## config.mk

```make
export PLATFORM = sky130hd
export DESIGN_NAME = sem_sqrt_unit
export DESIGN_NICKNAME = d
export VERILOG_FILES = /design/src/rtl/sobel_edge_magnitude_rgb_core_macros.svh /design/src/rtl/sem_pkg.sv /design/src/rtl/sem_sqrt_unit.sv
export SDC_FILE = /design/constraint.sdc
export NUM_CORES = 1
export LEC_CHECK = 0
export BUFFER_PORTS_ARGS = -buffer_cell sky130_fd_sc_hd__clkbuf_2
export CAP_MARGIN = 20
export CORE_ASPECT_RATIO = 0.7
export CORE_UTILIZATION = 32
export DETAILED_ROUTE_END_ITERATION = 8
export HOLD_SLACK_MARGIN = 0.08
export PLACE_DENSITY = 0.58
export SETUP_SLACK_MARGIN = 0.05
export SKIP_LAST_GASP = 1
export SLEW_MARGIN = 20
export SYNTH_ARGS = -nofsm -noshare
export SYNTH_HDL_FRONTEND = slang
export SYNTH_SLANG_ARGS = --single-unit
export TNS_END_PERCENT = 30
```

## constraint.sdc

```tcl
create_clock -name aclk -period 16.9 [get_ports aclk]
set_clock_uncertainty 0.1 [all_clocks]
set_input_delay 0.845 -clock aclk [delete_from_list [all_inputs] [get_ports aclk]]
set_output_delay 0.845 -clock aclk [all_outputs]
set_load 0.02 [all_outputs]
```

## src/rtl/sobel_edge_magnitude_rgb_core_macros.svh

```systemverilog
// Assertion macros used by the RTL core.
`ifndef SOBEL_EDGE_MAGNITUDE_RGB_CORE_MACROS_SVH
`define SOBEL_EDGE_MAGNITUDE_RGB_CORE_MACROS_SVH
`ifndef SYNTHESIS
// Same-cycle implication, reset masked.
`define SEM_ASSERT_IMP(lbl, clk, rstn, ante, cons, msg) \
    lbl: assert property (@(posedge clk) disable iff (!rstn) (ante) |-> (cons)) else $error(msg);
// Next-cycle implication, reset masked.
`define SEM_ASSERT_NXT(lbl, clk, rstn, ante, cons, msg) \
    lbl: assert property (@(posedge clk) disable iff (!rstn) (ante) |=> (cons)) else $error(msg);
`else
`define SEM_ASSERT_IMP(lbl, clk, rstn, ante, cons, msg)
`define SEM_ASSERT_NXT(lbl, clk, rstn, ante, cons, msg)
`endif
`endif

```

## src/rtl/sem_pkg.sv

```systemverilog
package sem_pkg;

    localparam int MAX_WIDTH = 1024;
    localparam int ADDR_W    = $clog2(MAX_WIDTH);
    localparam int WID_W     = 11;
    localparam int HGT_W     = 16;
    localparam int ROW_W     = HGT_W + 2;
    localparam int PIX_W     = 8;
    localparam int NUM_CH    = 3;
    localparam int WORD_W    = PIX_W * NUM_CH;
    localparam int GRAD_W    = PIX_W + 4;
    // Above this squared magnitude the rounded root is at least 2^PIX_W.
    localparam int SAT_LIMIT = (2**PIX_W - 1) * (2**PIX_W);

    // Configuration register indexes
    localparam logic REG_IMAGE_WIDTH  = 1'b0;
    localparam logic REG_IMAGE_HEIGHT = 1'b1;

    typedef struct packed {
        logic             busy;
        logic [PIX_W-1:0] root;
    } sqrt_status_t;

endpackage

```

## src/rtl/sem_sqrt_unit.sv

```systemverilog
// Square and rounded-root unit for one channel.
module sem_sqrt_unit (
    input  logic                                aclk,
    input  logic                                aresetn,
    input  logic                                start,
    input  logic signed [sem_pkg::GRAD_W-1:0]   grad_x,
    input  logic signed [sem_pkg::GRAD_W-1:0]   grad_y,
    output sem_pkg::sqrt_status_t               status
);
    import sem_pkg::*;

    localparam int MAG_W  = GRAD_W - 1;
    localparam int PROD_W = 2 * MAG_W;
    localparam int SQ_W   = PROD_W + 1;
    localparam int RAD_W  = 2 * PIX_W;
    localparam int CNT_W  = 4;
    localparam logic [CNT_W-1:0] STEP_SQ_X  = CNT_W'(0);
    localparam logic [CNT_W-1:0] STEP_SQ_Y  = CNT_W'(1);
    localparam logic [CNT_W-1:0] STEP_ROUND = CNT_W'(2 + PIX_W);

    logic                busy_reg;
    logic [CNT_W-1:0]    cnt_reg;
    logic [MAG_W-1:0]    mag_a_reg, mag_b_reg;
    logic [SQ_W-1:0]     acc_reg;
    logic                sat_reg;
    logic [RAD_W:0]      rem_reg;
    logic [RAD_W-1:0]    res_reg, bit_reg;
    logic [PIX_W-1:0]    root_reg;

    logic [GRAD_W-1:0]   abs_x, abs_y;
    logic [MAG_W-1:0]    sq_op;
    logic [PROD_W-1:0]   sq_prod;
    logic [SQ_W-1:0]     mag2;
    logic [RAD_W:0]      trial;

    // Take magnitudes of the gradients
    assign abs_x = grad_x[GRAD_W-1] ? GRAD_W'(-grad_x) : GRAD_W'(grad_x);
    assign abs_y = grad_y[GRAD_W-1] ? GRAD_W'(-grad_y) : GRAD_W'(grad_y);

    // One multiplier squares x then y
    assign sq_op   = (cnt_reg == STEP_SQ_X) ? mag_a_reg : mag_b_reg;
    assign sq_prod = sq_op * sq_op;
    assign mag2    = acc_reg + SQ_W'(sq_prod);
    assign trial   = {1'b0, res_reg} + {1'b0, bit_reg};

    always_ff @(posedge aclk) begin
        if (!aresetn) begin
            busy_reg <= 1'b0;
            cnt_reg  <= '0;
        end else if (start) begin
            busy_reg <= 1'b1;
            cnt_reg  <= STEP_SQ_X;
        end else if (busy_reg) begin
            cnt_reg <= cnt_reg + CNT_W'(1);
            if (cnt_reg == STEP_ROUND) begin
                busy_reg <= 1'b0;
            end
        end
    end

    // Datapath: square, sum, root digit steps, round
    always_ff @(posedge aclk) begin
        if (start) begin
            mag_a_reg <= abs_x[MAG_W-1:0];
            mag_b_reg <= abs_y[MAG_W-1:0];
        end else if (busy_reg) begin
            if (cnt_reg == STEP_SQ_X) begin
                acc_reg <= SQ_W'(sq_prod);
            end else if (cnt_reg == STEP_SQ_Y) begin
                sat_reg <= (mag2 > SQ_W'(SAT_LIMIT));
                rem_reg <= {1'b0, mag2[RAD_W-1:0]};
                res_reg <= '0;
                bit_reg <= RAD_W'(1) << (RAD_W - 2);
            end else if (cnt_reg == STEP_ROUND) begin
                if (sat_reg) begin
                    root_reg <= '1;
                end else begin
                    root_reg <= res_reg[PIX_W-1:0]
                              + PIX_W'(rem_reg > {1'b0, res_reg});
                end
            end else begin
                if (rem_reg >= trial) begin
                    rem_reg <= rem_reg - trial;
                    res_reg <= (res_reg >> 1) + bit_reg;
                end else begin
                    res_reg <= res_reg >> 1;
                end
                bit_reg <= bit_reg >> 2;
            end
        end
    end

    assign status.busy = busy_reg;
    assign status.root = root_reg;

endmodule

```

# After elaboration in Yosys (flattened, before gate mapping)
# Cells that the tools add are included.
# word_totals
out_inout_bits	9
latchBits	0
ram_bits	0
regBits	99
word_cells	50
mem_bits_ro	0
mem_count	0
input_bits	27
# classes
reduce_logical	8
div_mod_pow	0
order_cmp	3
add_sub_neg	8
multipliers	1
shift	0
n_bitwise	4
eq_ne	3
muxes	12
# ops
operator	count
two-way mux 16 bit	3
two-way mux 17 bit	2
two-way mux 11 bit	3
adder 22 x 22 -> 23 bit	1
> comparator 23 x 16 -> 1 bit (second input constant)	1
multiplier 11 x 11 -> 22 bit	1
negator 11 bit	2
adder 16 x 15 -> 17 bit	1
greater-or-equal comparator 17 bit	1
> comparator 17 x 16 -> 1 bit	1
subtractor 17 bit	1
adder 15 x 15 -> 16 bit	1
two-way mux 15 bit	1
AND reduction 5 bit	2
adder 8 x 1 -> 8 bit	1
AND reduction 4 bit	2
adder 4 x 1 -> 4 bit (second input constant)	1
equality test 4 x 1 -> 1 bit (second input constant)	1
equality test 4 bit (second input constant)	1
zero test 4 bit	1
NOT 1 bit	4
two-way mux 1 bit	3
AND reduction 3 bit	1
inequality test 2 x 1 -> 1 bit (second input constant)	1
2 further kinds	2

# Logic depth before layout (Yosys ltp)
# Gate-level depths: netlist (run 1).
# logic_depth
depth_word	5
depth_mapped	36
ltp_nobuf	35

# Worst setup path after synthesis (run 1)
# OpenSTA, ideal clock, no wires.
# synth_path
path_type	register -> register
startpoint	register cnt_reg[0]
endpoint	register sat_reg, data pin
path_buffers	2
slack_ns	8.761
arrival_time_ns	7.771
setup_ns	0.268
t_required_ns	16.532
period_less_slack_ns	8.139
stages_incl_launch_ff	33
path_cell_list	dfxtp_1 -> inv_1 -> ha_1 -> nand2b_1 -> nor2_1 -> buf_2 -> mux2i_1 -> nor2_1 -> fa_1 -> fa_1 -> fa_1 -> fa_1 -> inv_1 -> fa_1 -> inv_1 -> ha_1 -> a21oi_1 -> nor2_1 -> a41oi_1 -> o31ai_1 -> o41a_1 -> a41o_1 -> nor2_1 -> xnor2_1 -> ha_1 -> clkbuf_1 -> and4_1 -> and3_1 -> o211ai_1 -> a31oi_1 -> o2111ai_1 -> a211oi_1 -> nand4_1
# synth_between
elab_chain_len	5
# synth_rtl
item	line	rtl
start: declaration	sem_sqrt_unit.sv:22	logic [CNT_W-1:0] cnt_reg;
start signal: assignment	sem_sqrt_unit.sv:54	cnt_reg <= cnt_reg + CNT_W'(1);
zero test 4 bit	sem_sqrt_unit.sv:41	assign sq_op = (cnt_reg == STEP_SQ_X) ? mag_a_reg : mag_b_reg;
two-way mux 11 bit	sem_sqrt_unit.sv:41	
multiplier 11 x 11 -> 22 bit	sem_sqrt_unit.sv:42	assign sq_prod = sq_op * sq_op;
via sq_prod[18]	sem_sqrt_unit.sv:32	logic [PROD_W-1:0] sq_prod;
adder 22 x 22 -> 23 bit	sem_sqrt_unit.sv:43	assign mag2 = acc_reg + SQ_W'(sq_prod);
> comparator 23 x 16 -> 1 bit	sem_sqrt_unit.sv:70	sat_reg <= (mag2 > SQ_W'(SAT_LIMIT));
end signal: assignment	sem_sqrt_unit.sv:70	
end: declaration	sem_sqrt_unit.sv:25	logic sat_reg;
# The timed path passes the listed nets, and every way through them passes these cells.
# A chain may end at the register's enable or synchronous reset.

# Worst setup path after layout (run 1)
# layout_path
startpoint	register cnt_reg[1]
endpoint	register sat_reg, data pin
# Same word-level chain as after synthesis.

==> results.json, run 1 <==
{
  "avgSynthCellArea_um2": 9.47,
  "crit_path_start_kind": "flop",
  "cp_max_fo": 16,
  "cp.depth": 33,
  "drt_iter0_drc": 580,
  "maxSlewHeadroom": 0.432,
  "synth_async_sr_flop_share": 0,
  "grt_usage": 0.144,
  "period_share": 0.528,
  "path_buf_inv": 6,
  "grt_max_degree": 30,
  "fin_tns_setup_ns": 0,
  "dpl_cell_area_um2": 11100,
  "min_period_ns": 8.93,
  "route.detailed.drc": 0,
  "antenna_found_initial": 0,
  "setup_viol": 0,
  "largest_reg_flops": 21,
  "drv_slew": 0,
  "path_delay_family": "adder cells",
  "crit_path_top_delay_cell": "mux2i_1",
  "post-cts-setup-buffers": 0,
  "numPortBuffers": 35,
  "synthFlopType": "edfxtp_1",
  "synth_cell_types": 65,
  "fmax_mhz": 112,
  "ant_nets": 0,
  "rsz0062_at_grt": "false",
  "drt-total-wl_um": 22900,
  "htreeDepth": 3,
  "cp_data_arrival_time_ns": 8.93,
  "clock-sinks": 98,
  "area_delta_synth_final_pct": 9.55,
  "cp.required_ns": 16.90,
  "syn_nets": 1323,
  "synthCells": 1099,
  "nFillCells": 3158,
  "hp-class": "reg2reg",
  "post-route-util": 0.361,
  "max_stage_delay_ns": 0.73,
  "globalplace.congestion": 0.861,
  "synth_edf_count": 93,
  "hold_buffers": 0,
  "clk_path_buf_depth": 2,
  "drive_gt1_frac": 0.0798,
  "grt_pass1_vias": 7663,
  "grt_overflow": 0,
  "run_status": "complete, no violations",
  "start_util": 0.330,
  "die_h_um": 153,
  "yosysSeqAreaShare": 0.278,
  "cap_viol_max_count": 0,
  "wl_per_cell_um": 14.7,
  "final-hold-violation-count": 0,
  "fp-row-count": 54,
  "tightestPinTransition_ns": 0.850,
  "core_um2": 31600,
  "dp_hpwl_um": 18500,
  "nets": 1360,
  "clk_latency_ns": 0.36,
  "dr.pass1.iters": 5,
  "die_area_um2": 33200,
  "crit_path_end_kind": "flop",
  "via_per_inst": 5.02,
  "vias": 7836,
  "clk_pin_slew_ns": 0.08,
  "grt_first_pass_wirelength_um": 38600,
  "ys_warn_count": 0,
  "die_w_um": 218,
  "design_area_um2": 11400,
  "synth_area_um2": 10400,
  "critPathKind": "reg2reg",
  "cts_resized": 0,
  "cts_buffers": 9,
  "rr_worst_depth": 33,
  "cts_tree": "done",
  "r2r_slack_ns": 7.97,
  "cts_root_buf": "clkbuf_16",
  "worstHoldPathCells": 2,
  "antenna_cells": 0,
  "ios": 36,
  "synth_seq_cells": 98
}
cell type report:
type                       count  area [um^2]  area share
clock buffer                   9          225      0.0198
clock inverter                 7         58.8     0.00516
inverter                     149          559      0.0491
multi-input combinational    833         6880       0.604
sequential                    98         2890       0.254
tap                          420          526      0.0461
timing repair buffer          45          250      0.0220
final timing paths:
| kind | to | from |
|---|---|---|
| min | cnt_reg[3]$_SDFFE_PP0P_ | cnt_reg[3]$_SDFFE_PP0P_ |
| min reg2reg | cnt_reg[3]$_SDFFE_PP0P_ | cnt_reg[3]$_SDFFE_PP0P_ |
| max | sat_reg$_DFFE_PP_ | cnt_reg[1]$_SDFFE_PP0P_ |
| max reg2reg | sat_reg$_DFFE_PP_ | cnt_reg[1]$_SDFFE_PP0P_ |
worst reg2reg max path: cells and delay by family (launching register included):
family          cells  cell delay [ns]
simple gates        7             0.86
fa+ha+maj           8             3.38
buf+inv             6             0.87
xor+xnor            2             0.54
compound gates      9             1.81
flops               1             0.35
mux                 1             0.73
cell usage in the layout (no fill, tap or decap), drive strengths merged, types with 13 or more instances in the layout:
cell type and count:
a211oi 18, mux2i 13, ha 132, a21oi 57, nor2 109, xnor2 69, xor2 21, nand2 79
o21bai 13, nand3 19, o21a 14, a21o 19, o21ai 40, clkbuf 44, fa 65, edfxtp 93
nor3 19, inv 150, a31oi 15
synth_stat cells (5+ instances only):
cell	number	area (um^2)
xor2_1	21	184
mux2i_1	13	130
nand3_1	19	95.1
o31ai_1	10	75.1
ha_1	132	1650
or3_1	12	75.1
nor3_1	19	95.1
a31oi_1	15	93.8
and3_1	5	31.3
clkbuf_1	15	56.3
a21oi_1	56	280
a21o_1	19	143
o21ai_0	37	185
a211oi_1	16	120
a31o_2	6	52.6
inv_1	146	548
nand2b_1	12	75.1
xnor2_1	69	604
nor2b_1	7	43.8
and2_1	10	62.6
nand4_1	10	62.6
o21bai_1	13	97.6
nor2_1	109	409
fa_1	65	1300
o21a_1	14	105
mux2_2	7	78.8
nand2_1	79	297
dfxtp_1	5	100
edfxtp_1	93	2790
metrics by stage:
step | setup WS (ns) | instances | hold WS [ns]
floorplan | 8.76 | 1099 | 0.414
global placement | 8.26 | 1545 | 0.445
detailed placement | 8.06 | 1545 | 0.458
CTS | 8.06 | 1561 | 0.474
global route | 7.33 | 1561 | 0.504
finish | 7.97 | 1561 | 0.474
metal layers:
metal / wire length [um] / vias up / global-route usage
met1: 12500 / 3790 / 0.221
met5: 0 / - / 0
met3: 1020 / 18 / 0.0267
li1: - / 3892 / -
met4: 248 / 0 / 0.0312
met2: 9140 / 136 / 0.205
kinds of logic after synthesis:
| group | share of synthesized area |
|---|---|
| buffers and inverters | 0.0613 |
| muxes | 0.0201 |
| and+or+nand+nor | 0.138 |
| adders and majority gates | 0.284 |
| AOI/OAI and AO/OA | 0.143 |
| xor gates and xnor gates | 0.0758 |
| DFF | 0.278 |
Power of run 1 is left out: the tool's default activity adds up to more than one toggle a clock period on the data nets, which glitch-free logic cannot reach.
==> run 2, diff against run 1 <==
--- a/config.mk
+++ b/config.mk
@@ -11,7 +11,7 @@
 export CORE_UTILIZATION = 32
 export DETAILED_ROUTE_END_ITERATION = 8
 export HOLD_SLACK_MARGIN = 0.08
-export PLACE_DENSITY = 0.58
+export PLACE_DENSITY = 0.59
 export SETUP_SLACK_MARGIN = 0.05
 export SKIP_LAST_GASP = 1
 export SLEW_MARGIN = 20
==> constraint.sdc (replaced) <==
create_clock -name aclk -period 7.97 [get_ports aclk]
set_clock_uncertainty 0.1 [all_clocks]
set_input_delay 0.3985 -clock aclk [delete_from_list [all_inputs] [get_ports aclk]]
set_output_delay 0.3985 -clock aclk [all_outputs]
set_load 0.02 [all_outputs]
==> run 2 against run 1 <==
  * Worst hold slack worse by 0.32 ns
  * Register-to-register slack worse by 7.7 ns
  * Cell count up 3.1%
  * Design area up 7.9%
  * Non-clock buffer count up 49
  * Routed wire length up 6.1%
  * First-iteration DRC count down 14%
==> results.json, run 2 (synthesized netlist as in run 1, its figures left out) <==
{
  "drt-total-wl_um": 24300,
  "crit_path_start_kind": "flop",
  "clock-sinks": 98,
  "crit_path_end_kind": "flop",
  "die_w_um": 218,
  "final_common_cell": "inv_1",
  "maxSlewHeadroom": 0.455,
  "critPathKind": "reg2reg",
  "post-route-util": 0.390,
  "path_common_cell": "fa_1",
  "setup_viol": 0,
  "grt_usage": 0.151,
  "cp.required_ns": 7.97,
  "hp-class": "in2reg",
  "cts_root_buf": "clkbuf_16",
  "clk_path_buf_depth": 2,
  "ant_nets": 0,
  "period_share": 0.965,
  "clk_pin_slew_ns": 0.08,
  "drv_slew": 0,
  "nets": 1409,
  "cap_viol_max_count": 0,
  "hold_buffers": 0,
  "nFillCells": 3086,
  "fin_cells": 1610,
  "fmax_mhz": 130,
  "die_h_um": 153,
  "cts_tree": "done",
  "cp_data_arrival_time_ns": 7.69,
  "start_util": 0.330,
  "min_period_ns": 7.69,
  "ios": 36,
  "antenna_found_initial": 0,
  "crit_path_top_delay_cell": "fa_1",
  "holdWs_ns": 0.155,
  "largest_reg_flops": 21,
  "clk_latency_ns": 0.36,
  "rsz0062_at_grt": "true",
  "dp_hpwl_um": 19100,
  "final-hold-violation-count": 0,
  "route.detailed.drc": 0,
  "antenna_cells": 0,
  "drive_gt1_frac": 0.171,
  "numPortBuffers": 35,
  "run_status": "complete, no violations",
  "fp-row-count": 54,
  "grt_first_pass_wirelength_um": 40500,
  "r2r_slack_ns": 0.28,
  "vias": 8103,
  "grt_max_degree": 35,
  "tightestPinTransition_ns": 0.816,
  "via_per_inst": 5.03,
  "wl_per_cell_um": 15.1,
  "grt_pass1_vias": 8018,
  "grt_overflow": 0,
  "layout_setup_ws_ns": 0.279,
  "cts_buffers": 9,
  "htreeDepth": 3,
  "dpl.cell_count": 1567,
  "dp_slack_ns": -0.0578,
  "globalplace.congestion": 0.876,
  "die_area_um2": 33200,
  "mostFrequentLayoutCells": "inv_1, ha_1, nor2_1, edfxtp_1, nand2_1",
  "core_um2": 31600,
  "drt_iter0_drc": 499,
  "dr.pass1.iters": 5,
  "max_stage_delay_ns": 0.52,
  "area_delta_synth_final_pct": 18.2,
  "cp_max_fo": 8
}
## run 2: cell types whose count changed in the layout (fill, tap and decap cells not counted), moves of 6 or more
cell and change:
ha_1 -8, nor2_1 -7, mux2_4 +6, mux2i_1 -8, buf_6 +7, inv_1 -9
ha_4 +7, nand2_1 -7, buf_4 +38, mux2i_4 +7, mux2_2 -6, inv_2 +8
## run 2: layout make-up
cell class,instances,area [um^2],area share
multi-input combinational,833,7300,0.594
sequential,98,2890,0.235
timing repair buffer,94,699,0.0569
inverter,149,567,0.0461
tap,420,526,0.0427
clock buffer,9,225,0.0183
clock inverter,7,81.3,0.00661
## run 2: per-stage QoR
stage	instance area (um^2)	TNS, ns
4_1_cts	11700	0
3_5_place_dp	11300	-0.0578
2_1_floorplan	10400	0
5_1_grt	12300	-0.0350
3_3_place_gp	11300	0
6_report	12300	0
## run 2: final timing paths
check / start / endpoint / cells past startpoint
hold / removal: grad_x[0] / mag_a_reg[0]$_DFFE_PP_ / 1
hold reg to reg: cnt_reg[3]$_SDFFE_PP0P_ / cnt_reg[3]$_SDFFE_PP0P_ / 2
setup reg to reg: cnt_reg[1]$_SDFFE_PP0P_ / sat_reg$_DFFE_PP_ / 33
setup / recovery: cnt_reg[1]$_SDFFE_PP0P_ / sat_reg$_DFFE_PP_ / 33
## run 2: worst max-delay path: cells and delay by family (launching register included)
kind | cells | cell delay, ns
adder cells (fa/ha/maj) | 8 | 3.14
AO/OA/AOI/OAI | 9 | 1.88
AND/OR/NAND/NOR | 7 | 0.84
buffers and inverters | 7 | 0.74
flip-flops | 1 | 0.33
multiplexers | 1 | 0.29
XOR/XNOR | 1 | 0.09
## run 2: timing repair
| item | in CTS | in global routing |
|---|---|---|
| pin swaps | 0 | 49 |
| buffers inserted | 1 | 25 |
| setup endpoints to repair | 1 | 2 |
| gates resized for setup | 16 | 81 |
| cloned | 0 | 1 |
## run 2: metal layers
metal,wire [um],GRT usage,vias to the layer above
met4,148,0.0278,0
met2,10300,0.220,143
met3,1010,0.0277,11
met1,12900,0.231,3951
li1,-,-,3998
met5,0,0,-
Power of run 2 is left out for the same reason.
==> run 3, diff against run 2 <==
--- a/config.mk
+++ b/config.mk
@@ -10,9 +10,11 @@
 export CORE_ASPECT_RATIO = 0.7
 export CORE_UTILIZATION = 32
 export DETAILED_ROUTE_END_ITERATION = 8
+export GPL_TIMING_DRIVEN = 0
 export HOLD_SLACK_MARGIN = 0.08
 export PLACE_DENSITY = 0.59
 export SETUP_SLACK_MARGIN = 0.05
+export SKIP_CTS_REPAIR_TIMING = 1
 export SKIP_LAST_GASP = 1
 export SLEW_MARGIN = 20
 export SYNTH_ARGS = -nofsm -noshare
==> run 3 against run 2 <==
  * The run now ends with negative setup slack left
  * Sequential cell count unchanged
  * Fmax down 6.5%
  * Count of clock-buffer cells in the layout unchanged
  * Die area unchanged
  * Non-clock buffer count up 11
  * Routed wire length up 2.4%
  * Via count up 0.21%
  * Global-route usage up 0.13 points
  * Cell count up 0.62%
  * Largest cell class unchanged
  * Highest routed layer unchanged
==> results.json, run 3 (synthesized netlist as in run 1, its figures left out) <==
{
  "largest_reg_flops": 21,
  "grt_pass1_vias": 7766,
  "cts_buffers": 9,
  "cp_data_arrival_time_ns": 8.13,
  "nets": 1420,
  "final-hold-violation-count": 0,
  "antenna_found_initial": 0,
  "crit_path_top_delay_cell": "fa_2",
  "globalplace.congestion": 0.845,
  "wl_per_cell_um": 15.4,
  "fp-row-count": 54,
  "clk_path_buf_depth": 2,
  "cap_viol_max_count": 0,
  "max_stage_delay_ns": 0.54,
  "violations": "negative setup slack",
  "critPathKind": "reg2reg",
  "clk_latency_ns": 0.37,
  "grt_usage": 0.152,
  "final_common_cell": "inv_1",
  "numPortBuffers": 35,
  "grt_overflow": 0,
  "setup_viol": 1,
  "via_per_inst": 5.01,
  "fmax_mhz": 122,
  "cts_tree": "done",
  "min_period_ns": 8.23,
  "cp.required_ns": 7.87,
  "start_util": 0.330,
  "register_area_um2": 2900,
  "grt_max_degree": 26,
  "multi_input_area_um2": 7300,
  "vias": 8120,
  "cp_max_fo": 8,
  "maxSlewHeadroom": 0.468,
  "drt_iter0_drc": 467,
  "dr.pass1.iters": 5,
  "ant_nets": 0,
  "ios": 36,
  "crit_path_start_kind": "flop",
  "dp_hpwl_um": 19600,
  "htreeDepth": 3,
  "area_delta_synth_final_pct": 19.1,
  "clock-sinks": 98,
  "die_area_um2": 33200,
  "drt-total-wl_um": 24900,
  "tightestPinTransition_ns": 0.799,
  "rr_worst_depth": 32,
  "core_um2": 31600,
  "drv_slew": 0,
  "dpl.cell_count": 1558,
  "die_w_um": 218,
  "period_share": 1.03,
  "rsz0062_at_grt": "true",
  "route.detailed.drc": 0,
  "crit_path_end_kind": "flop",
  "hp-class": "in2reg",
  "grt_first_pass_wirelength_um": 40200,
  "dp_slack_ns": -1.74,
  "worstHoldPathCells": 1,
  "antenna_cells": 0,
  "mostFrequentLayoutCells": "inv_1, ha_1, nor2_1, edfxtp_1, nand2_1",
  "fin_cells": 1620,
  "nFillCells": 3067,
  "clk_pin_slew_ns": 0.07,
  "drive_gt1_frac": 0.172,
  "cts_root_buf": "clkbuf_16",
  "layout_setup_ws_ns": -0.258,
  "die_h_um": 153,
  "run_status": "finished, violations left"
}
run 3: changes by cell type in the layout (fill, tap and decap cells not counted), sizes merged:
cell / previous run / this run
clkinvlp: 0 / 6
clkbuf: 45 / 58
bufinv: 0 / 1
buf: 58 / 56
inv: 151 / 145
clkinv: 5 / 3
run 3: metrics by stage:
stage               utilization  cell area (um^2)  setup TNS, ns  hold WS, ns
floorplan                     -             10400              0        0.397
global placement          0.353             11100          -2.35        0.452
detailed placement        0.355             11200          -2.58        0.468
CTS                       0.364             11500          -2.86        0.147
global route              0.393             12400         -0.426        0.152
finish                    0.393             12400         -0.258        0.162
run 3: final timing paths:
check	slack, ns	endpoint	from
max	-0.26	sat_reg$_DFFE_PP_	cnt_reg[1]$_SDFFE_PP0P_
min	0.16	mag_a_reg[0]$_DFFE_PP_	grad_x[0]
max reg2reg	-0.26	sat_reg$_DFFE_PP_	cnt_reg[1]$_SDFFE_PP0P_
min reg2reg	0.45	cnt_reg[1]$_SDFFE_PP0P_	cnt_reg[1]$_SDFFE_PP0P_
run 3: critical path: cells and delay by family, from the launching register on:
family / cells / cell delay (ns)
multiplexers: 1 / 0.32
AND/OR/NAND/NOR: 7 / 1.21
XOR/XNOR: 1 / 0.12
flip-flops: 1 / 0.36
AO/OA/AOI/OAI: 9 / 1.89
adder cells (fa/ha/maj): 8 / 3.08
buffers and inverters: 6 / 0.73
run 3: cell type report:
class | count | share of cell area
multi-input combinational | 833 | 0.589
clock inverter | 6 | 0.00535
buffer | 17 | 0.00757
timing repair buffer | 88 | 0.0555
tap | 420 | 0.0424
clock buffer | 9 | 0.0182
inverter | 149 | 0.0476
sequential | 98 | 0.234
run 3: metal layers:
layer	part of all wire	vias up	global-route usage
li1	-	4036	-
met2	0.39	155	0.203
met3	0.055	14	0.0324
met5	0	-	0
met1	0.55	3915	0.244
met4	0.0081	0	0.0309
Power of run 3 is left out for the same reason.
